[config.mk]
export PLATFORM = sky130hd
export DESIGN_NAME = response_ratio_job_scheduler
export DESIGN_NICKNAME = d
export VERILOG_FILES = /design/src/rtl/rrs_pkg.sv /design/src/rtl/rrs_ram.sv /design/src/rtl/rrs_xcmp.sv /design/src/rtl/response_ratio_job_scheduler.sv
export SDC_FILE = /design/constraint.sdc
export NUM_CORES = 2
export LEC_CHECK = 0
export ABC_CLOCK_PERIOD_IN_PS = 19300
export BUFFER_PORTS_ARGS = -buffer_cell sky130_fd_sc_hd__buf_4
export CAP_MARGIN = 30
export CORE_MARGIN = 2
export CORE_UTILIZATION = 55
export CTS_CLUSTER_DIAMETER = 200
export DETAILED_ROUTE_END_ITERATION = 7
export HOLD_SLACK_MARGIN = 0.1
export PLACE_DENSITY = 0.77
export SYNTH_ARGS = -nofsm -noshare
export SYNTH_HDL_FRONTEND = slang
export SYNTH_SLANG_ARGS = --single-unit
[constraint.sdc]
create_clock -name clk -period 19.3 [get_ports clk]
set_input_delay 0 -clock clk [delete_from_list [all_inputs] [get_ports clk]]
set_output_delay 0 -clock clk [all_outputs]
set_load 0.01 [all_outputs]
[src/rtl/rrs_pkg.sv]
// Shared constants, types and helper functions of the response ratio scheduler.
package rrs_pkg;

    localparam int WAIT_DEPTH = 16;
    localparam int TIME_BITS  = 16;
    localparam int ID_BITS    = 8;

    localparam int IDX_W  = $clog2(WAIT_DEPTH);
    localparam int CNT_W  = $clog2(WAIT_DEPTH + 1);
    localparam int PROD_W = 2 * TIME_BITS;
    localparam int OP_W   = 2;
    localparam int EV_W   = 3;

    localparam logic [CNT_W-1:0] FULL_COUNT = CNT_W'(WAIT_DEPTH);
    localparam logic [CNT_W-1:0] ONE_COUNT  = CNT_W'(1);

    localparam logic [TIME_BITS-1:0] TIME_MAX = '1;
    localparam logic [TIME_BITS-1:0] TIME_ONE = TIME_BITS'(1);

    localparam logic [OP_W-1:0] OP_ADD   = 2'd0;
    localparam logic [OP_W-1:0] OP_TICK  = 2'd1;
    localparam logic [OP_W-1:0] OP_CLEAR = 2'd2;

    localparam logic [EV_W-1:0] EV_NO_JOB   = 3'd0;
    localparam logic [EV_W-1:0] EV_NEW_JOB  = 3'd1;
    localparam logic [EV_W-1:0] EV_ANOTHER  = 3'd2;
    localparam logic [EV_W-1:0] EV_COMPLETE = 3'd3;
    localparam logic [EV_W-1:0] EV_RENEW    = 3'd4;
    localparam logic [EV_W-1:0] EV_ACCEPTED = 3'd5;
    localparam logic [EV_W-1:0] EV_FULL     = 3'd6;
    localparam logic [EV_W-1:0] EV_CLEARED  = 3'd7;

    typedef struct packed {
        logic [ID_BITS-1:0]   id;
        logic [TIME_BITS-1:0] need;
        logic [TIME_BITS-1:0] ticks;
    } wait_entry_t;

    localparam int ENTRY_W = $bits(wait_entry_t);

    typedef enum logic [2:0] {
        ST_IDLE,
        ST_FIRST,
        ST_MUL,
        ST_CMP,
        ST_PASS,
        ST_EMIT
    } state_t;

    function automatic logic [TIME_BITS-1:0] sat_inc(input logic [TIME_BITS-1:0] v);
        logic [TIME_BITS-1:0] r;
        if (v == TIME_MAX)
        begin
            r = v;
        end
        else
        begin
            r = v + TIME_ONE;
        end
        return r;
    endfunction

endpackage

[src/rtl/rrs_ram.sv]
// Generic single write port RAM with one registered read port.
module rrs_ram #(
    parameter int WIDTH = 8,
    parameter int DEPTH = 16
) (
    input  logic                     clk,
    input  logic                     we,
    input  logic [$clog2(DEPTH)-1:0] waddr,
    input  logic [WIDTH-1:0]         wdata,
    input  logic [$clog2(DEPTH)-1:0] raddr,
    output logic [WIDTH-1:0]         rdata
);

    logic [WIDTH-1:0] mem_reg [DEPTH];
    logic [WIDTH-1:0] rdata_reg;

    always_ff @(posedge clk)
    begin
        if (we)
        begin
            mem_reg[waddr] <= wdata;
        end
        rdata_reg <= mem_reg[raddr];
    end

    assign rdata = rdata_reg;

endmodule

[src/rtl/rrs_xcmp.sv]
// Cross-multiply ratio comparator: registered products, then a compare.
module rrs_xcmp (
    input  logic                           clk,
    input  logic                           en,
    input  logic [rrs_pkg::TIME_BITS-1:0]  cand_ticks,
    input  logic [rrs_pkg::TIME_BITS-1:0]  cand_need,
    input  logic [rrs_pkg::TIME_BITS-1:0]  best_ticks,
    input  logic [rrs_pkg::TIME_BITS-1:0]  best_need,
    output logic                           gt
);

    logic [rrs_pkg::PROD_W-1:0] lhs_reg;
    logic [rrs_pkg::PROD_W-1:0] rhs_reg;

    // The candidate beats the best so far only on a strictly greater ratio,
    // so the earlier arrival keeps its place on a tie.
    always_ff @(posedge clk)
    begin
        if (en)
        begin
            lhs_reg <= rrs_pkg::PROD_W'(cand_ticks) * rrs_pkg::PROD_W'(best_need);
            rhs_reg <= rrs_pkg::PROD_W'(best_ticks) * rrs_pkg::PROD_W'(cand_need);
        end
    end

    assign gt = lhs_reg > rhs_reg;

endmodule

[src/rtl/response_ratio_job_scheduler.sv]
// Non-preemptive highest response ratio next scheduler with a sixteen entry wait table in RAM.
// An add, a clear or an unused op passes from idle to the emit state, where its result is
// registered. A tick that only ages the table makes one pass over the n waiting jobs; a tick
// that loads a job first scans the table: the scan passes each further entry through the
// single cross-multiply comparator in two steps (multiply, then compare), and one pass over the
// single RAM port then closes the gap left by the chosen job and ages every remaining entry, one
// entry a cycle. The block takes one transaction at a time and holds job_stall high until its
// result has moved into the output register, which frees the input side while the result waits
// to be taken.
module response_ratio_job_scheduler (
    input  logic                          clk,
    input  logic                          rst_n,
    input  logic                          job_valid,
    output logic                          job_stall,
    input  logic [rrs_pkg::OP_W-1:0]      op,
    input  logic [rrs_pkg::ID_BITS-1:0]   job_id,
    input  logic [rrs_pkg::TIME_BITS-1:0] job_need,
    output logic                          res_valid,
    input  logic                          res_stall,
    output logic [rrs_pkg::EV_W-1:0]      event_res,
    output logic                          running_valid,
    output logic [rrs_pkg::ID_BITS-1:0]   running_id,
    output logic [rrs_pkg::TIME_BITS-1:0] executed_ticks,
    output logic                          finished_valid,
    output logic [rrs_pkg::ID_BITS-1:0]   finished_id,
    output logic [rrs_pkg::CNT_W-1:0]     waiting_count
);

    rrs_pkg::state_t state_reg;
    rrs_pkg::state_t state_next;

    logic [rrs_pkg::CNT_W-1:0]     count_reg;
    logic [rrs_pkg::CNT_W-1:0]     count_next;
    logic                          run_valid_reg;
    logic                          run_valid_next;
    logic [rrs_pkg::ID_BITS-1:0]   run_id_reg;
    logic [rrs_pkg::ID_BITS-1:0]   run_id_next;
    logic [rrs_pkg::TIME_BITS-1:0] run_need_reg;
    logic [rrs_pkg::TIME_BITS-1:0] run_need_next;
    logic [rrs_pkg::TIME_BITS-1:0] run_exec_reg;
    logic [rrs_pkg::TIME_BITS-1:0] run_exec_next;
    logic [rrs_pkg::CNT_W-1:0]     idx_reg;
    logic [rrs_pkg::CNT_W-1:0]     idx_next;
    logic                          remove_reg;
    logic                          remove_next;
    logic                          res_valid_reg;
    logic                          res_valid_next;

    rrs_pkg::wait_entry_t          best_reg;
    rrs_pkg::wait_entry_t          best_next;
    logic [rrs_pkg::IDX_W-1:0]     best_idx_reg;
    logic [rrs_pkg::IDX_W-1:0]     best_idx_next;
    logic [rrs_pkg::EV_W-1:0]      ev_reg;
    logic [rrs_pkg::EV_W-1:0]      ev_next;
    logic                          fin_valid_reg;
    logic                          fin_valid_next;
    logic [rrs_pkg::ID_BITS-1:0]   fin_id_reg;
    logic [rrs_pkg::ID_BITS-1:0]   fin_id_next;

    logic [rrs_pkg::EV_W-1:0]      event_res_reg;
    logic                          running_valid_reg;
    logic [rrs_pkg::ID_BITS-1:0]   running_id_reg;
    logic [rrs_pkg::TIME_BITS-1:0] executed_ticks_reg;
    logic                          finished_valid_reg;
    logic [rrs_pkg::ID_BITS-1:0]   finished_id_reg;
    logic [rrs_pkg::CNT_W-1:0]     waiting_count_reg;

    logic                          accept;
    logic                          out_load;
    logic                          last_idx;
    logic                          take_best;
    logic                          run_done;
    logic                          tick_load;
    logic                          scan_done;
    logic [rrs_pkg::TIME_BITS-1:0] exec_inc;
    logic [rrs_pkg::TIME_BITS-1:0] need_fix;
    logic [rrs_pkg::CNT_W-1:0]     src_idx;

    logic                          ram_we;
    logic [rrs_pkg::IDX_W-1:0]     ram_waddr;
    rrs_pkg::wait_entry_t          ram_wdata;
    logic [rrs_pkg::IDX_W-1:0]     ram_raddr;
    logic [rrs_pkg::ENTRY_W-1:0]   ram_rdata;
    rrs_pkg::wait_entry_t          rd_entry;
    logic                          xcmp_en;
    logic                          cand_gt;

    rrs_ram #(
        .WIDTH (rrs_pkg::ENTRY_W),
        .DEPTH (rrs_pkg::WAIT_DEPTH)
    ) u_wait_ram (
        .clk   (clk),
        .we    (ram_we),
        .waddr (ram_waddr),
        .wdata (ram_wdata),
        .raddr (ram_raddr),
        .rdata (ram_rdata)
    );

    rrs_xcmp u_xcmp (
        .clk        (clk),
        .en         (xcmp_en),
        .cand_ticks (rd_entry.ticks),
        .cand_need  (rd_entry.need),
        .best_ticks (best_reg.ticks),
        .best_need  (best_reg.need),
        .gt         (cand_gt)
    );

    assign rd_entry  = rrs_pkg::wait_entry_t'(ram_rdata);
    assign job_stall = (state_reg != rrs_pkg::ST_IDLE);
    assign accept    = job_valid && (state_reg == rrs_pkg::ST_IDLE);
    assign out_load  = (state_reg == rrs_pkg::ST_EMIT) && (!res_valid_reg || !res_stall);
    assign last_idx  = ((idx_reg + rrs_pkg::ONE_COUNT) == count_reg);
    assign take_best = (state_reg == rrs_pkg::ST_CMP) && cand_gt;
    assign exec_inc  = rrs_pkg::sat_inc(run_exec_reg);
    assign run_done  = run_valid_reg && (exec_inc >= run_need_reg);
    assign tick_load = (!run_valid_reg || run_done) && (count_reg != '0);
    assign need_fix  = (job_need == '0) ? rrs_pkg::TIME_ONE : job_need;
    assign scan_done = ((state_reg == rrs_pkg::ST_FIRST) && (count_reg == rrs_pkg::ONE_COUNT))
                    || ((state_reg == rrs_pkg::ST_CMP) && last_idx);

    // Next state.
    always_comb
    begin
        state_next = state_reg;
        case (state_reg)
            rrs_pkg::ST_IDLE:
            begin
                if (accept)
                begin
                    if ((op == rrs_pkg::OP_TICK) && tick_load)
                    begin
                        state_next = rrs_pkg::ST_FIRST;
                    end
                    else if ((op == rrs_pkg::OP_TICK) && (count_reg != '0))
                    begin
                        state_next = rrs_pkg::ST_PASS;
                    end
                    else
                    begin
                        state_next = rrs_pkg::ST_EMIT;
                    end
                end
            end
            rrs_pkg::ST_FIRST:
            begin
                if (count_reg == rrs_pkg::ONE_COUNT)
                begin
                    state_next = rrs_pkg::ST_EMIT;
                end
                else
                begin
                    state_next = rrs_pkg::ST_MUL;
                end
            end
            rrs_pkg::ST_MUL:
            begin
                state_next = rrs_pkg::ST_CMP;
            end
            rrs_pkg::ST_CMP:
            begin
                if (last_idx)
                begin
                    state_next = rrs_pkg::ST_PASS;
                end
                else
                begin
                    state_next = rrs_pkg::ST_MUL;
                end
            end
            rrs_pkg::ST_PASS:
            begin
                if (last_idx)
                begin
                    state_next = rrs_pkg::ST_EMIT;
                end
            end
            rrs_pkg::ST_EMIT:
            begin
                if (out_load)
                begin
                    state_next = rrs_pkg::ST_IDLE;
                end
            end
            default:
            begin
                state_next = rrs_pkg::ST_IDLE;
            end
        endcase
    end

    // Datapath and memory control.
    always_comb
    begin
        count_next     = count_reg;
        run_valid_next = run_valid_reg;
        run_id_next    = run_id_reg;
        run_need_next  = run_need_reg;
        run_exec_next  = run_exec_reg;
        idx_next       = idx_reg;
        remove_next    = remove_reg;
        best_next      = best_reg;
        best_idx_next  = best_idx_reg;
        ev_next        = ev_reg;
        fin_valid_next = fin_valid_reg;
        fin_id_next    = fin_id_reg;
        ram_we         = 1'b0;
        ram_waddr      = idx_reg[rrs_pkg::IDX_W-1:0];
        ram_wdata      = '{id: rd_entry.id, need: rd_entry.need,
                           ticks: rrs_pkg::sat_inc(rd_entry.ticks)};
        xcmp_en        = 1'b0;

        case (state_reg)
            rrs_pkg::ST_IDLE:
            begin
                idx_next = '0;
                if (accept)
                begin
                    fin_valid_next = 1'b0;
                    fin_id_next    = '0;
                    remove_next    = 1'b0;
                    case (op)
                        rrs_pkg::OP_ADD:
                        begin
                            if (count_reg == rrs_pkg::FULL_COUNT)
                            begin
                                ev_next = rrs_pkg::EV_FULL;
                            end
                            else
                            begin
                                ram_we     = 1'b1;
                                ram_waddr  = count_reg[rrs_pkg::IDX_W-1:0];
                                ram_wdata  = '{id: job_id, need: need_fix, ticks: '0};
                                count_next = count_reg + rrs_pkg::ONE_COUNT;
                                ev_next    = rrs_pkg::EV_ACCEPTED;
                            end
                        end
                        rrs_pkg::OP_TICK:
                        begin
                            if (run_valid_reg)
                            begin
                                if (run_done)
                                begin
                                    fin_valid_next = 1'b1;
                                    fin_id_next    = run_id_reg;
                                    run_valid_next = 1'b0;
                                    run_id_next    = '0;
                                    run_need_next  = '0;
                                    run_exec_next  = '0;
                                    ev_next = (count_reg != '0) ? rrs_pkg::EV_ANOTHER
                                                                : rrs_pkg::EV_COMPLETE;
                                end
                                else
                                begin
                                    run_exec_next = exec_inc;
                                    ev_next       = rrs_pkg::EV_RENEW;
                                end
                            end
                            else
                            begin
                                ev_next = (count_reg != '0) ? rrs_pkg::EV_NEW_JOB
                                                            : rrs_pkg::EV_NO_JOB;
                            end
                        end
                        rrs_pkg::OP_CLEAR:
                        begin
                            count_next     = '0;
                            run_valid_next = 1'b0;
                            run_id_next    = '0;
                            run_need_next  = '0;
                            run_exec_next  = '0;
                            ev_next        = rrs_pkg::EV_CLEARED;
                        end
                        default:
                        begin
                            ev_next = rrs_pkg::EV_NO_JOB;
                        end
                    endcase
                end
            end
            rrs_pkg::ST_FIRST:
            begin
                best_next     = rd_entry;
                best_idx_next = '0;
                idx_next      = rrs_pkg::ONE_COUNT;
            end
            rrs_pkg::ST_MUL:
            begin
                xcmp_en = 1'b1;
            end
            rrs_pkg::ST_CMP:
            begin
                if (take_best)
                begin
                    best_next     = rd_entry;
                    best_idx_next = idx_reg[rrs_pkg::IDX_W-1:0];
                end
                idx_next = idx_reg + rrs_pkg::ONE_COUNT;
            end
            rrs_pkg::ST_PASS:
            begin
                ram_we   = 1'b1;
                idx_next = idx_reg + rrs_pkg::ONE_COUNT;
            end
            rrs_pkg::ST_EMIT:
            begin
                idx_next = '0;
            end
            default:
            begin
                idx_next = '0;
            end
        endcase

        // The chosen job leaves the table; the pass then closes the gap behind it.
        if (scan_done)
        begin
            run_valid_next = 1'b1;
            run_id_next    = best_next.id;
            run_need_next  = best_next.need;
            run_exec_next  = '0;
            count_next     = count_reg - rrs_pkg::ONE_COUNT;
            remove_next    = 1'b1;
            idx_next       = '0;
        end
    end

    // The read address is that of the entry needed in the next cycle, so the registered read
    // data holds the indexed entry, or, in the pass beyond a removed entry, the one above it.
    always_comb
    begin
        if (remove_next && (idx_next >= rrs_pkg::CNT_W'(best_idx_next)))
        begin
            src_idx = idx_next + rrs_pkg::ONE_COUNT;
        end
        else
        begin
            src_idx = idx_next;
        end
        if (state_next == rrs_pkg::ST_PASS)
        begin
            ram_raddr = src_idx[rrs_pkg::IDX_W-1:0];
        end
        else
        begin
            ram_raddr = idx_next[rrs_pkg::IDX_W-1:0];
        end
    end

    always_comb
    begin
        res_valid_next = res_valid_reg;
        if (out_load)
        begin
            res_valid_next = 1'b1;
        end
        else if (!res_stall)
        begin
            res_valid_next = 1'b0;
        end
    end

    always_ff @(posedge clk or negedge rst_n)
    begin
        if (!rst_n)
        begin
            state_reg     <= rrs_pkg::ST_IDLE;
            count_reg     <= '0;
            run_valid_reg <= 1'b0;
            run_id_reg    <= '0;
            run_need_reg  <= '0;
            run_exec_reg  <= '0;
            idx_reg       <= '0;
            remove_reg    <= 1'b0;
            res_valid_reg <= 1'b0;
        end
        else
        begin
            state_reg     <= state_next;
            count_reg     <= count_next;
            run_valid_reg <= run_valid_next;
            run_id_reg    <= run_id_next;
            run_need_reg  <= run_need_next;
            run_exec_reg  <= run_exec_next;
            idx_reg       <= idx_next;
            remove_reg    <= remove_next;
            res_valid_reg <= res_valid_next;
        end
    end

    always_ff @(posedge clk)
    begin
        best_reg      <= best_next;
        best_idx_reg  <= best_idx_next;
        ev_reg        <= ev_next;
        fin_valid_reg <= fin_valid_next;
        fin_id_reg    <= fin_id_next;
        if (out_load)
        begin
            event_res_reg      <= ev_reg;
            running_valid_reg  <= run_valid_reg;
            running_id_reg     <= run_valid_reg ? run_id_reg : '0;
            executed_ticks_reg <= run_valid_reg ? run_exec_reg : '0;
            finished_valid_reg <= fin_valid_reg;
            finished_id_reg    <= fin_id_reg;
            waiting_count_reg  <= count_reg;
        end
    end

    assign res_valid      = res_valid_reg;
    assign event_res      = event_res_reg;
    assign running_valid  = running_valid_reg;
    assign running_id     = running_id_reg;
    assign executed_ticks = executed_ticks_reg;
    assign finished_valid = finished_valid_reg;
    assign finished_id    = finished_id_reg;
    assign waiting_count  = waiting_count_reg;

endmodule

==> out/qor.csv <==
metric,value,unit
CP bufs+invs,3,
crit path launch type,flip-flop,
main combinational cell family by area after synthesis,adder cells,
final hold viol count,0,
Simple-Gate Fraction of Synth Area,11.12,%
DRT Pass-1 Iters,6,
Tcrit/Tclk final,38.92,%
fmax,133.1,MHz
DR WL/cell,23.55,um
clock transition at the registers of the reported paths,60,ps
die extent in y,312.3,um
Commonest cells post-synth,"edfxtp_1 (774), inv_1 (564), nand2_1 (479), fa_1 (388), o22ai_1 (280)",
critical path's top delay family,adder cells,
Reg area,0.02600,mm2
area of the multi-input gates,0.02333,mm2
PortBufs,73,
worst reg2reg path startpoint,u_wait_ram.rdata[9],
drt total wl,135600,um
fin nets,5108,
filler cell count,7192,
clk_skew,26.60,ps
hold_ws,173.4,ps
Setup CP Type,flip-flop to flip-flop,
synthesized flop and latch total,898,
Placed Cells,5566,
critical path arrival,7910,ps
# diodes,0,
CTS tree,yes,
FF-to-FF setup slack,11790,ps
synth top area cells,"edfxtp_1 (44%), fa_1 (15%), ha_1 (6.4%), inv_1 (4.0%), nand2_1 (3.4%)",
initial cell density of the core,55.28,%
outcome,"complete, no violations",
num ports,74,
MaxCap Viol Count,0,
DPL Wire Length,84900,um
CP dominant cell by count,fa_1,
Worst R2R Path Depth,20,
XOR/XNOR Fraction of Synth Area,1.340,%
Netlist cell types,82,
"Seq/Total Area, Yosys",49.73,%
TritonCTS buffer count,87,
Worst path max stage delay,1070,ps
Largest register FFs,640,
Synth area leader,edfxtp_1,
Tot GR Track Use,27.79,%
Max Slew Vio Count,0,
top-area cell type share of the netlist area,44.45,%
via count,35351,
area growth from synthesis to layout,9.696,%
chip width,312.3,um
"Max stage delay cell, worst path",dfxtp_1,
CTS max path bufs,3,
Worst Hold Path EP,res_valid,
Synth Area in Compound Gates,8.617,%
ys async rst share,6.236,%
CP cell instances,nand2_1 > fa_1 > inv_1 > fa_1 > inv_1 > fa_1 > fa_1 > fa_1 > fa_1 > inv_1 > ha_1 > o21a_1 > o21a_1 > o21ai_0 > o31ai_1 > o41ai_1 > o21ai_0 > a211oi_1 > a21oi_1 > xor2_1,
Vias/cell,6.137,
Post-Synthesis Cells,4421,
grt total ovfl,0,
RSZ-0062 raised after global routing,false,
syn avg cell area,11.83,um2
Hold Crit Depth,4,
Die Footprint,0.09755,mm2
number of global-route vias before repair,35888,
most frequent cell after synthesis,edfxtp_1,
"non-filler cells, final",5760,
Crit Reg-Reg Endpoint,u_xcmp.lhs_reg[25],
Min-Delay Path Class,input port to flip-flop,
actual slew at the worst max-slew pin,1134,ps
Skew-Pair Late Insertion Delay,660,ps
Post-synth EDFFs,774,
Synth Warn #,0,
post-CTS resize count,0,
Iter 0 DRT Violations,4026,
Setup crit end kind,flip-flop,
setup violators final,0,
layout cells sized above 1,8.765,%
clk sinks,898,
post-synthesis mux area share,1.905,%
Main synth FF type,edfxtp_1,
first-pass GRT wire length,208200,um
final critical-path required period,7511,ps
core area,0.09459,mm2
relative slew slack,24.31,%
Post-route DRC,0,
"antenna viol nets, final",0,
CTS H-tree depth,3,
GPL Wtd Cong,0.8977,
adder-cell share of the synthesized area,21.24,%
hold path start,res_stall,
"Req. time, crit path",19700,ps
largest net degree at the start of global routing,81,
Netlist Area Pre-Place,0.05229,mm2
syn nets,5106,
CTS root buf,clkbuf_16,
initial antenna violation count,4,
worst-path fanout max,20,
TNS Setup,0,ps
num rows,113,
==> cells by family after synthesis <==
family	after synthesis
buffers and inverters	822
AO/OA/AOI/OAI	686
multiplexers	89
XOR/XNOR	80
adder cells (fa/ha/maj)	655
flip-flops	898
AND/OR/NAND/NOR	1191
==> worst reg2reg max path, cell delays in order, from the launching register on <==
cell and delay (ps):
dfxtp_1 1070, nand2_1 250, fa_1 570, inv_1 60
fa_1 520, inv_1 50, fa_1 480, fa_1 570
fa_1 420, fa_1 490, inv_1 40, ha_1 340
o21a_1 210, o21a_1 170, o21ai_0 240, o31ai_1 170
o41ai_1 680, o21ai_0 260, a211oi_1 390, a21oi_1 140
xor2_1 160
==> per-stage QoR <==
step / instance area (um2) / util (%) / worst slack [ps]
final: 57360 / 60.64 / 11790
after global routing: 57360 / 60.64 / 11490
after CTS: 57300 / 60.58 / 11960
after detailed placement: 54110 / 57.21 / 11990
after global placement: 54020 / 57.11 / 12140
after floorplan: 52290 / - / 12600
==> cells in the final DEF, fill, tap and decap left out, types with 21 or more instances in the layout <==
cell	count
a2111oi_0	23
o21ai_0	54
inv_1	564
nand2_1	478
o22ai_1	280
buf_4	133
or4_1	41
dlygate4sd3_1	30
nor3_1	157
xor2_1	25
a21o_1	34
nand3_1	60
ha_1	267
xnor2_1	55
mux2_2	74
nor2_1	97
o21a_1	35
clkbuf_16	88
dfrtp_1	56
and2_1	225
a21oi_1	121
dfxtp_1	68
a32oi_1	25
edfxtp_1	774
fa_1	388
clkinv_2	21
==> layer usage <==
layer	up-vias	wire length, um	track usage, %
met3	369	13940	5.508
met4	0	5316	10.85
met1	17651	51470	36.97
met2	1955	64900	45.28
li1	15376	-	-
met5	-	0	0
==> worst max-delay path by stage <==
stage,from,end,slack (ps),depth (start not counted)
after global placement,u_wait_ram.rdata[17],u_xcmp.rhs_reg[31],12140,22
after CTS,u_wait_ram.rdata[9],u_xcmp.lhs_reg[25],11960,20
final,u_wait_ram.rdata[9],u_xcmp.lhs_reg[25],11790,20
after detailed placement,u_wait_ram.rdata[9],u_xcmp.lhs_reg[25],11990,20
after floorplan,u_wait_ram.rdata[20],u_xcmp.rhs_reg[30],12600,25
after global routing,u_wait_ram.rdata[9],u_xcmp.lhs_reg[25],11490,20
==> what timing repair did <==
action / 4_1_cts / 5_1_grt
buffers inserted: 0 / 0
endpoints found under the setup margin: 0 / 0
hold buffers: 31 / 0
hold endpoints to repair: 490 / 0
==> cell type report <==
class | count | area share, %
sequential | 898 | 45.34
multi-input combinational | 2701 | 40.67
clock buffer | 114 | 4.114
inverter | 566 | 3.704
tap | 1265 | 2.759
timing repair buffer | 169 | 2.539
clock inverter | 47 | 0.8769
Power is left out: the tool's default activity adds up to more than one toggle a clock period on the data nets, which glitch-free logic cannot reach.
